`src/sv/sfs_pkg.sv`:
```
// ----------------------------------------------------------------------------
// sfs_pkg: shared types and constants of the smoothstep fade sequencer
// Item structs, phase and register codes, controller commands and reset values.
// ----------------------------------------------------------------------------
package sfs_pkg;

  // Transition phases, also the encoding of the phase_now result field.
  typedef enum logic [1:0] {
    PH_IDLE = 2'd0,
    PH_IN   = 2'd1,
    PH_HOLD = 2'd2,
    PH_OUT  = 2'd3
  } phase_e;

  // Input operation codes.
  typedef enum logic {
    OP_TICK  = 1'b0,
    OP_START = 1'b1
  } op_e;

  // Configuration register indexes; index three is unused.
  typedef enum logic [1:0] {
    REG_FADE_IN  = 2'd0,
    REG_HOLD     = 2'd1,
    REG_FADE_OUT = 2'd2
  } reg_idx_e;

  // Controller states: one per datapath step.
  typedef enum logic [2:0] {
    S_IDLE = 3'd0,
    S_MUL  = 3'd1,
    S_ACC  = 3'd2,
    S_SQ   = 3'd3,
    S_CUBE = 3'd4,
    S_DONE = 3'd5
  } ctrl_state_e;

  localparam int unsigned APB_ADDR_W = 4;
  localparam int unsigned RATE_W     = 32;
  localparam int unsigned DT_W       = 16;
  localparam int unsigned T16_W      = 16;

  localparam logic [RATE_W-1:0] FADE_IN_RATE_RST  = 32'd14317;
  localparam logic [RATE_W-1:0] HOLD_RATE_RST     = 32'd42950;
  localparam logic [RATE_W-1:0] FADE_OUT_RATE_RST = 32'd14317;

  // 3 * 2^16, the constant term of the smoothstep polynomial.
  localparam logic [17:0] SMOOTH_THREE = 18'd196608;
  // One in units of 2^-48.
  localparam logic [48:0] SMOOTH_ONE   = 49'h1_0000_0000_0000;
  localparam logic [7:0]  ALPHA_FULL   = 8'd255;
  localparam logic [7:0]  ALPHA_CLEAR  = 8'd0;

  typedef struct packed {
    logic        operation;
    logic [15:0] dt_us;
  } in_item_t;

  typedef struct packed {
    logic [1:0] phase_now;
    logic [7:0] alpha;
    logic       switch_now;
    logic       finished;
  } out_item_t;

  typedef struct packed {
    logic              en;
    reg_idx_e          idx;
    logic [RATE_W-1:0] data;
  } cfg_wr_t;

  typedef struct packed {
    logic load_in;
    logic do_mul;
    logic do_acc;
    logic do_sq;
    logic do_cube;
    logic load_out;
  } dp_cmd_t;

endpackage

```
`src/sv/sfs_ctrl.sv`:
```
// ----------------------------------------------------------------------------
// sfs_ctrl: sequencing state machine of the fade sequencer
// Steps the datapath through its five steps and owns both handshakes.
// ----------------------------------------------------------------------------
module sfs_ctrl (
  input  logic            clk_i,
  input  logic            rst_ni,
  input  logic            in_valid_i,
  output logic            in_stall_o,
  output logic            out_valid_o,
  input  logic            out_stall_i,
  output sfs_pkg::dp_cmd_t cmd_o
);
  import sfs_pkg::*;

  ctrl_state_e state_q, state_d;
  logic        out_valid_q, out_valid_d;
  dp_cmd_t     cmd;
  logic        accept;

  assign accept = in_valid_i && (state_q == S_IDLE);

  always_ff @(posedge clk_i or negedge rst_ni) begin
    if (!rst_ni) begin
      state_q     <= S_IDLE;
      out_valid_q <= 1'b0;
    end else begin
      state_q     <= state_d;
      out_valid_q <= out_valid_d;
    end
  end

  always_comb begin
    state_d = state_q;
    cmd     = '0;
    unique case (state_q)
      S_IDLE: begin
        if (accept) begin
          cmd.load_in = 1'b1;
          state_d     = S_MUL;
        end
      end
      S_MUL: begin
        cmd.do_mul = 1'b1;
        state_d    = S_ACC;
      end
      S_ACC: begin
        cmd.do_acc = 1'b1;
        state_d    = S_SQ;
      end
      S_SQ: begin
        cmd.do_sq = 1'b1;
        state_d   = S_CUBE;
      end
      S_CUBE: begin
        cmd.do_cube = 1'b1;
        state_d     = S_DONE;
      end
      S_DONE: begin
        // The result register may be refilled once it is empty or draining now.
        if (!out_valid_q || !out_stall_i) begin
          cmd.load_out = 1'b1;
          state_d      = S_IDLE;
        end
      end
      default: state_d = S_IDLE;
    endcase
  end

  always_comb begin
    out_valid_d = out_valid_q;
    if (out_valid_q && !out_stall_i) begin
      out_valid_d = 1'b0;
    end
    if (cmd.load_out) begin
      out_valid_d = 1'b1;
    end
  end

  assign in_stall_o  = (state_q != S_IDLE);
  assign out_valid_o = out_valid_q;
  assign cmd_o       = cmd;

  a_accept_starts: assert property (@(posedge clk_i) disable iff (!rst_ni)
    (in_valid_i && !in_stall_o) |=> (state_q == S_MUL))
    else $error("accepted item did not start the multiply step");

  a_done_waits: assert property (@(posedge clk_i) disable iff (!rst_ni)
    (state_q == S_DONE && out_valid_q && out_stall_i) |=> (state_q == S_DONE))
    else $error("result left the done step while the output was blocked");

  a_load_sets_valid: assert property (@(posedge clk_i) disable iff (!rst_ni)
    cmd.load_out |=> out_valid_q)
    else $error("loaded result is not presented");

endmodule

```
`src/sv/sfs_datapath.sv`:
```
// ----------------------------------------------------------------------------
// sfs_datapath: rate registers, progress accumulator and smoothstep alpha
// Each step runs on a command from the controller and registers its result.
// ----------------------------------------------------------------------------
module sfs_datapath #(
  parameter int unsigned PROGRESS_BITS = 16
) (
  input  logic                           clk_i,
  input  logic                           rst_ni,
  input  sfs_pkg::dp_cmd_t               cmd_i,
  input  sfs_pkg::in_item_t              in_data_i,
  input  sfs_pkg::cfg_wr_t               cfg_wr_i,
  input  sfs_pkg::reg_idx_e              cfg_rd_idx_i,
  output logic [sfs_pkg::RATE_W-1:0]     cfg_rdata_o,
  output sfs_pkg::out_item_t             out_data_o
);
  import sfs_pkg::*;

  localparam int unsigned FRAC_SHIFT = 32 - PROGRESS_BITS;
  localparam int unsigned TW         = PROGRESS_BITS + T16_W;

  logic [RATE_W-1:0] fade_in_rate_q, hold_rate_q, fade_out_rate_q;
  phase_e            phase_q, phase_d;
  logic [PROGRESS_BITS-1:0] progress_q, progress_d;

  op_e         op_q;
  logic [DT_W-1:0] dt_q;
  logic [47:0] prod_q;
  logic        sw_q, sw_d, fin_q, fin_d;
  logic [31:0] sq_q;
  logic [48:0] s_q;
  out_item_t   out_q;

  logic [RATE_W-1:0] rate;
  logic [48:0] sum;
  logic        phase_end;
  logic [TW-1:0] t_wide;
  logic [T16_W-1:0] t16;
  logic [17:0] poly;
  logic [49:0] cube;
  logic [48:0] frac;
  logic [56:0] scaled;
  logic [7:0]  alpha;

  // Rate registers.
  always_ff @(posedge clk_i or negedge rst_ni) begin
    if (!rst_ni) begin
      fade_in_rate_q  <= FADE_IN_RATE_RST;
      hold_rate_q     <= HOLD_RATE_RST;
      fade_out_rate_q <= FADE_OUT_RATE_RST;
    end else if (cfg_wr_i.en) begin
      unique case (cfg_wr_i.idx)
        REG_FADE_IN:  fade_in_rate_q  <= cfg_wr_i.data;
        REG_HOLD:     hold_rate_q     <= cfg_wr_i.data;
        REG_FADE_OUT: fade_out_rate_q <= cfg_wr_i.data;
        default: ;
      endcase
    end
  end

  always_comb begin
    unique case (cfg_rd_idx_i)
      REG_FADE_IN:  cfg_rdata_o = fade_in_rate_q;
      REG_HOLD:     cfg_rdata_o = hold_rate_q;
      REG_FADE_OUT: cfg_rdata_o = fade_out_rate_q;
      default:      cfg_rdata_o = '0;
    endcase
  end

  always_comb begin
    unique case (phase_q)
      PH_IN:   rate = fade_in_rate_q;
      PH_HOLD: rate = hold_rate_q;
      default: rate = fade_out_rate_q;
    endcase
  end

  // Progress plus the scaled time, in units of 2^-32 of a phase.
  assign sum = {17'b0, progress_q, {FRAC_SHIFT{1'b0}}} + {1'b0, prod_q};
  assign phase_end = |sum[48:32];

  always_comb begin
    phase_d    = phase_q;
    progress_d = progress_q;
    sw_d       = 1'b0;
    fin_d      = 1'b0;
    if (op_q == OP_START) begin
      phase_d    = PH_IN;
      progress_d = '0;
    end else if (phase_q != PH_IDLE) begin
      if (phase_end) begin
        progress_d = '0;
        unique case (phase_q)
          PH_IN: begin
            phase_d = PH_HOLD;
            sw_d    = 1'b1;
          end
          PH_HOLD: phase_d = PH_OUT;
          default: begin
            phase_d = PH_IDLE;
            fin_d   = 1'b1;
          end
        endcase
      end else begin
        progress_d = sum[31:FRAC_SHIFT];
      end
    end
  end

  // Progress rescaled to a Q0.16 fraction, truncating.
  assign t_wide = {progress_q, {T16_W{1'b0}}} >> PROGRESS_BITS;
  assign t16    = t_wide[T16_W-1:0];
  assign poly   = SMOOTH_THREE - {1'b0, t16, 1'b0};
  assign cube   = {18'b0, sq_q} * {32'b0, poly};

  // 255 * x as a shift and a subtract; the fade-out uses one minus smoothstep.
  assign frac   = (phase_q == PH_OUT) ? (SMOOTH_ONE - s_q) : s_q;
  assign scaled = {frac, 8'b0} - {8'b0, frac};

  always_comb begin
    unique case (phase_q) inside
      PH_IN, PH_OUT: alpha = scaled[55:48];
      PH_HOLD:       alpha = ALPHA_FULL;
      default:       alpha = ALPHA_CLEAR;
    endcase
  end

  always_ff @(posedge clk_i or negedge rst_ni) begin
    if (!rst_ni) begin
      phase_q    <= PH_IDLE;
      progress_q <= '0;
    end else if (cmd_i.do_acc) begin
      phase_q    <= phase_d;
      progress_q <= progress_d;
    end
  end

  always_ff @(posedge clk_i) begin
    if (cmd_i.load_in) begin
      op_q <= op_e'(in_data_i.operation);
      dt_q <= in_data_i.dt_us;
    end
    if (cmd_i.do_mul) begin
      prod_q <= {32'b0, dt_q} * {16'b0, rate};
    end
    if (cmd_i.do_acc) begin
      sw_q  <= sw_d;
      fin_q <= fin_d;
    end
    if (cmd_i.do_sq) begin
      sq_q <= {16'b0, t16} * {16'b0, t16};
    end
    if (cmd_i.do_cube) begin
      s_q <= cube[48:0];
    end
    if (cmd_i.load_out) begin
      out_q.phase_now  <= phase_q;
      out_q.alpha      <= alpha;
      out_q.switch_now <= sw_q;
      out_q.finished   <= fin_q;
    end
  end

  assign out_data_o = out_q;

  a_idle_no_progress: assert property (@(posedge clk_i) disable iff (!rst_ni)
    (phase_q == PH_IDLE) |-> (progress_q == '0))
    else $error("progress is nonzero while idle");

  a_one_pulse: assert property (@(posedge clk_i) disable iff (!rst_ni)
    cmd_i.do_acc |=> !(sw_q && fin_q))
    else $error("switch and finish pulses raised for the same item");

endmodule

```
`src/sv/smoothstep_fade_sequencer.sv`:
```
// ----------------------------------------------------------------------------
// smoothstep_fade_sequencer: fade-to-black transition with smoothstep alpha
// Start and tick items drive a four-phase fade; each item yields one result.
// ----------------------------------------------------------------------------
//
//   Channel  Direction  Handshake                 Payload
//   input    in         in_valid_i / in_stall_o   in_data_i  (operation, dt_us)
//   output   out        out_valid_o / out_stall_i out_data_o (phase, alpha, pulses)
//   config   in         APB psel/penable/pready   three 32-bit rate registers
//
// After its transfer an item passes through the rate multiply, the progress add
// and compare, the square, the smoothstep cube and the alpha scaling into the
// result register; in_stall_o holds off further input transfers meanwhile.
// A result waiting under out_stall_i holds the controller in its last step, so
// further input transfers wait until the result register can be refilled.
// Reset clears the phase to idle, progress to zero and the rates to defaults.
//
module smoothstep_fade_sequencer #(
  parameter int unsigned PROGRESS_BITS = 16
) (
  input  logic                              clk_i,
  input  logic                              rst_ni,
  input  logic                              in_valid_i,
  output logic                              in_stall_o,
  input  sfs_pkg::in_item_t                 in_data_i,
  output logic                              out_valid_o,
  input  logic                              out_stall_i,
  output sfs_pkg::out_item_t                out_data_o,
  input  logic                              psel,
  input  logic                              penable,
  input  logic                              pwrite,
  input  logic [sfs_pkg::APB_ADDR_W-1:0]    paddr,
  input  logic [31:0]                       pwdata,
  output logic [31:0]                       prdata,
  output logic                              pready
);
  import sfs_pkg::*;

  dp_cmd_t  cmd;
  cfg_wr_t  cfg_wr;
  reg_idx_e reg_idx;

  // Registers sit on word addresses; the low two address bits are ignored.
  assign reg_idx    = reg_idx_e'(paddr[3:2]);
  assign pready     = 1'b1;
  assign cfg_wr.en   = psel && penable && pwrite;
  assign cfg_wr.idx  = reg_idx;
  assign cfg_wr.data = pwdata;

  sfs_ctrl u_ctrl (
    .clk_i       (clk_i),
    .rst_ni      (rst_ni),
    .in_valid_i  (in_valid_i),
    .in_stall_o  (in_stall_o),
    .out_valid_o (out_valid_o),
    .out_stall_i (out_stall_i),
    .cmd_o       (cmd)
  );

  sfs_datapath #(
    .PROGRESS_BITS (PROGRESS_BITS)
  ) u_datapath (
    .clk_i        (clk_i),
    .rst_ni       (rst_ni),
    .cmd_i        (cmd),
    .in_data_i    (in_data_i),
    .cfg_wr_i     (cfg_wr),
    .cfg_rd_idx_i (reg_idx),
    .cfg_rdata_o  (prdata),
    .out_data_o   (out_data_o)
  );

endmodule
```
`config.mk`:
```
export PLATFORM = sky130hd
export DESIGN_NAME = smoothstep_fade_sequencer
export DESIGN_NICKNAME = d
export VERILOG_FILES = /design/src/sv/sfs_pkg.sv /design/src/sv/sfs_ctrl.sv /design/src/sv/sfs_datapath.sv /design/src/sv/smoothstep_fade_sequencer.sv
export SDC_FILE = /design/constraint.sdc
export NUM_CORES = 2
export LEC_CHECK = 0
export BUFFER_PORTS_ARGS = -buffer_cell sky130_fd_sc_hd__buf_2
export CAP_MARGIN = 10
export CORE_MARGIN = 5
export CORE_UTILIZATION = 40
export CTS_BUF_LIST = sky130_fd_sc_hd__clkbuf_8
export CTS_CLUSTER_SIZE = 25
export DETAILED_ROUTE_END_ITERATION = 8
export GPL_TIMING_DRIVEN = 0
export PLACE_DENSITY = 0.57
export SYNTH_ARGS = -nofsm -noshare
export SYNTH_HDL_FRONTEND = slang
export SYNTH_SLANG_ARGS = --single-unit
```
`constraint.sdc`:
```
create_clock -name clk_i -period 9.5 [get_ports clk_i]
set_clock_uncertainty 0.2 [all_clocks]
set_input_delay 1.9 -clock clk_i [delete_from_list [all_inputs] [get_ports clk_i]]
set_output_delay 1.9 -clock clk_i [all_outputs]
set_load 0.05 [all_outputs]
```
Yosys cells after proc, flatten, opt, wreduce, memory -nomap -nowiden
Index checks and enable logic that the tools add are counted.
{ "word_totals": {"regBits": 278, "inputBits": 60} }
{ "op_classes": {"n_addsub": 4, "mul": 3, "n_eq_ne": 12, "mux": 26, "bitwise": 2, "n_reduce_logical": 24} }
{ "ops": {"columns": ["op", "n"], "rows": [
  ["$pmux W32 S3", 1],
  ["$pmux W32 S2", 1],
  ["$sub A56 B49 Y56", 1],
  ["$add A32 B48 Y49", 1],
  ["$mul A32 B18 Y49", 1],
  ["$mux W49", 1],
  ["$sub A49 B49 Y49 const A", 1],
  ["$mul A16 B32 Y48", 1],
  ["$mux W16", 3],
  ["$mul A16 B16 Y32", 1],
  ["$pmux W3 S6", 1],
  ["$sub A18 B17 Y18 const A", 1],
  ["$reduce_or A17 Y1", 1],
  ["$pmux W8 S2", 1],
  ["$mux W1", 12],
  ["$reduce_and A2 Y1", 5],
  ["$reduce_bool A2 Y1", 4],
  ["$eq A2 B2 Y1 const B", 3],
  ["$eq A3 B2 Y1 const B", 2],
  ["$eq A3 B3 Y1 const B", 2],
  ["$mux W2", 3],
  ["$mux W3", 2],
  ["$eq A2 B1 Y1 const B", 2],
  ["$logic_and A1 B1 Y1", 4],
  ["other kinds (12)", 16]
]} }

Logic depth before layout (Yosys ltp)
{ "depth": {"depth_word": 5, "ltp_mapped": 33, "ltp_nobuf": 30} }

Hierarchy
Synthesis repeated with hierarchy kept, for this count alone.
{ "unflattened": {"cells_unflattened": 5876, "area_unflattened_um2": 53911.7} }
{ "modules_own_cells": {"columns": ["module", "n_inst", "cells_each", "area_per_inst_um2"], "rows": [
  ["sfs_datapath", 1, 5846, 53636.4],
  ["sfs_ctrl", 1, 27, 257.7],
  ["smoothstep_fade_sequencer", 1, 3, 17.5]
]} }

Worst setup path after synthesis
OpenSTA, ideal clock, no wires.
{ "synth_timing": {"kind": "reg-to-reg", "from": "register u_datapath.progress_q[0]", "to": "register u_datapath.s_q[26] (data pin)", "arrival_ps": 7846, "slack_ps": 1193, "stages_incl_launch_ff": 33, "path_buffers": 2, "path_cell_list": "dfrtp_1 > clkbuf_1 > inv_1 > ha_1 > nand3_1 > or3_1 > or3_1 > nor3_1 > xnor2_1 > clkbuf_1 > nand2_1 > fa_1 > inv_1 > fa_1 > inv_1 > fa_1 > inv_1 > fa_1 > fa_1 > inv_1 > fa_1 > inv_1 > ha_1 > and3_1 > nand2_1 > or3b_2 > a31oi_1 > o2111ai_1 > a21boi_1 > o21ai_0 > a21boi_1 > nor4_1 > a311o_1"} }
{ "synth_via": {"elab_chain_len": 2} }
{ "synth_lines": {"columns": ["item", "line_no", "text"], "rows": [
  ["start, declared", "sfs_datapath.sv:24", "logic [PROGRESS_BITS-1:0] progress_q, progress_d;"],
  ["start signal, assigned", "sfs_datapath.sv:134", "progress_q <= progress_d;"],
  ["$sub A18 B17 Y18", "sfs_datapath.sv:113", "assign poly = SMOOTH_THREE - {1'b0, t16, 1'b0};"],
  ["$mul A32 B18 Y49", "sfs_datapath.sv:114", "assign cube = {18'b0, sq_q} * {32'b0, poly};"],
  ["named net u_datapath.cube[26]", "sfs_datapath.sv:40", "logic [49:0] cube;"],
  ["end signal, assigned", "sfs_datapath.sv:154", "s_q <= cube[48:0];"],
  ["end, declared", "sfs_datapath.sv:31", "logic [48:0] s_q;"]
]} }
The timed path passes the listed nets, and every way through them passes these cells.
A chain may end at the register's enable or synchronous reset.

Worst setup path after layout
{ "layout_timing": {"from": "register u_datapath.progress_q[0]", "to": "register u_datapath.s_q[42] (data pin)"} }
Same word-level chain as after synthesis.

==> impl_metrics.toml <==
[job]
cap_violations = 0

[clock_network]
clk_pin_slew_ns = 0.06
cts_tree = "built"
cts_made_buffers = 46
clockBufferDepth = 3
cts_root_buf = "clkbuf_8"
cts.sinks = 260
postCtsHoldBufs = 0
clk_latency_ns = 0.72
cts-htree-levels = 2

[logic_synthesis]
synth_compound_area_share_pct = 6.97
synthCells = 5825
synthAdderAreaFrac_pct = 48.0
synth_area_leader_cell = "fa_1"
synth_edf_count = 142
synth-simple-area-share_pct = 14.7
synth_top_cell_area_share_pct = 37.9
synth_most_common_cell = "inv_1"
ys_seq_elements = 260
ys_top_cells_by_count = "1324 x inv_1, 1013 x fa_1, 853 x nand2_1"
synth_xor_area_share_pct = 2.93
avgSynthCellArea_sq_um = 9.18
synth_cell_type_count = 86
synth_area_sq_mm = 0.0535
synth-seq-area-share_pct = 13.6
async_reset_ff_share_pct = 45.4
synth_ff_type = "edfxtp_1"
synth_nets = 7329
synthTopCellsByArea = "fa_1 38%, ha_1 10%, inv_1 9.3%"
synth_top_family_by_area = "adder cells"
yosys-mux-area-fraction_pct = 2.74
yosysWarnings = 0

[floorplan]
core_sq_mm = 0.133
dieArea_sq_mm = 0.141
die_y_um = 376
row_count = 134
fp.dieW_um = 376
start_util_pct = 40.2
io_pins = 107

[cells_and_area]
final_nets = 7486
syn_to_final_growth_pct = 8.38
fillers = 13293
layoutNonFillerInstCount = 7794
layout.area.seq_sq_mm = 0.00726
drive_above_1_share_pct = 7.49
multi_input_comb_area_sq_mm = 0.0408
fin_area_sq_mm = 0.0580
fin_util_pct = 43.5

[global_routing]
overflow = 0
antenna_found_initial = 9
grt_pass1_wl_um = 239000
track_usage_pct = 21.5
grt_pass1_vias = 42693
grt_max_degree = 66

[timing]
drv_slew = 0
worst_pin_slew_ns = 1.16
post-route-period-util_pct = 97.4
finalCriticalPeriod_ns = 9.26
finalHoldViolations = 0
max_freq_mhz = 108
setup_violations = 0
max_slew_margin_pct = 21.9

[worst_setup_path]
critPathMaxFanout = 13
crit_arrival_ns = 9.45
cp.required_ns = 9.70
crit_buf_inv = 5
cpMostUsedCell = "fa_1"
crit_family = "adder cells"
cp-end-kind = "flop"
cp_slowest_cell = "dfrtp_4"
max_stage_delay_ns = 0.60
worstSetupPathType = "reg2reg"
critPathLaunchType = "flop"

[route]
ant_nets = 0
drc_errors = 0
num_vias = 39983
wl_per_cell_um = 19.2
first_pass_iters = 5
avgViaCountPerCell = 5.13
drt_iter0_drc = 2371
finalWirelength_um = 149000

[place]
dp_hpwl_um = 124000
numPortBuffers = 101
place_area_sq_mm = 0.0564
gp_congestion = 0.915
placedCellCount = 7707

[run_status]
status = "finished clean"

[hold_path]
hold_class = "reg2reg"
layout make-up:
type                       instances  share of cell area, %
antenna                            6                 0.0259
timing repair buffer             120                   1.26
tap                             1768                   3.82
buffer                           234                   1.69
sequential                       260                   12.5
clock buffer                      51                   1.21
clock inverter                    35                  0.466
multi-input combinational       3992                   70.4
inverter                        1328                   8.61
stage by stage:
step / worst slack, ns / hold WS [ns] / TNS [ns]
CTS: 0.0278 / 0.278 / 0
floorplan: 1.19 / 0.200 / 0
detailed placement: -1.49 / 0.208 / -34.25
finish: 0.244 / 0.286 / 0
global placement: -1.36 / 0.209 / -35.69
global route: -0.0231 / 0.286 / -0.0579
layout by cell type (no fill, tap or decap), drive strengths merged, types with 44 or more instances in the layout:
| cell type | instances |
|---|---|
| a21o | 74 |
| a21oi | 159 |
| and2 | 419 |
| buf | 140 |
| clkbuf | 263 |
| dfrtp | 87 |
| edfxtp | 142 |
| fa | 1013 |
| ha | 431 |
| inv | 1345 |
| mux2 | 98 |
| nand2 | 853 |
| nor2 | 156 |
| nor3 | 45 |
| o21ai | 112 |
| xnor2 | 135 |
| xor2 | 44 |
metal layers:
metal	wire (um)	vias up	GRT usage [%]
met5	24	-	0
met1	61200	20542	27.2
met3	7830	269	2.99
met4	6670	4	8.71
met2	73700	1034	37.1
li1	-	18134	-
path summary, 6_finish.rpt:
kind                                                      startpoint                                          to  slack, ns  cells after the start
worst max-delay path            u_datapath.progress_q[0]$_DFFE_PN0P_                u_datapath.s_q[42]$_DFFE_PP_       0.24                     29
worst max register to register  u_datapath.progress_q[0]$_DFFE_PN0P_                u_datapath.s_q[42]$_DFFE_PP_       0.24                     29
min in group asynchronous                                     rst_ni  u_datapath.fade_out_rate_q[15]$_DFFE_PN0P_       0.94                      1
max in group asynchronous                                     rst_ni        u_datapath.progress_q[0]$_DFFE_PN0P_       7.33                      2
worst min register to register         u_datapath.sw_q$_SDFFCE_PP0P_          u_datapath.out_data_o[1]$_DFFE_PP_       0.29                      0
worst min-delay path                   u_datapath.sw_q$_SDFFCE_PP0P_          u_datapath.out_data_o[1]$_DFFE_PP_       0.29                      0
logic make-up (layout without fill, tap and decap cells):
kind of cell | after synthesis | count (layout)
AO/OA/AOI/OAI | 573 | 573
XOR/XNOR | 179 | 179
adder cells (fa/ha/maj) | 1444 | 1444
buffers and inverters | 1573 | 1768
flip-flops | 260 | 260
multiplexers | 134 | 134
other | 1 | 7
AND/OR/NAND/NOR | 1661 | 1661
what timing repair did:
action / 4_1_cts / 5_1_grt
endpoints found under the hold margin: 0 / 0
resized for setup: 94 / 82
setup buffers: 5 / 0
endpoints found under the setup margin: 54 / 34
pin swaps: 1 / 2
gates cloned: 0 / 0
worst register-to-register path, delay by kind of cell (launching register included):
kind	cells	cell delay, ns
xor+xnor	1	0.09
flops	1	0.60
buf+inv	5	0.89
compound gates	7	1.59
simple gates	8	2.01
fa+ha+maj	8	3.56
state kept, by name, summed over array words and instances (netlist names):
| signal | flops |
|---|---|
| u_datapath.sw_q | 1 |
| u_datapath.fade_out_rate_q | 32 |
| u_ctrl.state_q | 3 |
| u_ctrl.out_valid_o | 1 |
| u_datapath.fin_q | 1 |
| u_datapath.fade_in_rate_q | 32 |
| u_datapath.sq_q | 31 |
| u_datapath.prod_q | 32 |
| u_datapath.dt_q | 16 |
| u_datapath.progress_q | 16 |
| u_datapath.phase_q | 2 |
| u_datapath.s_q | 48 |
| u_datapath.out_data_o | 12 |
| u_datapath.hold_rate_q | 32 |
| u_datapath.op_q | 1 |
Power is not shown: default switching activity piles up to over one toggle a cycle in this logic, so the estimate is an artifact.
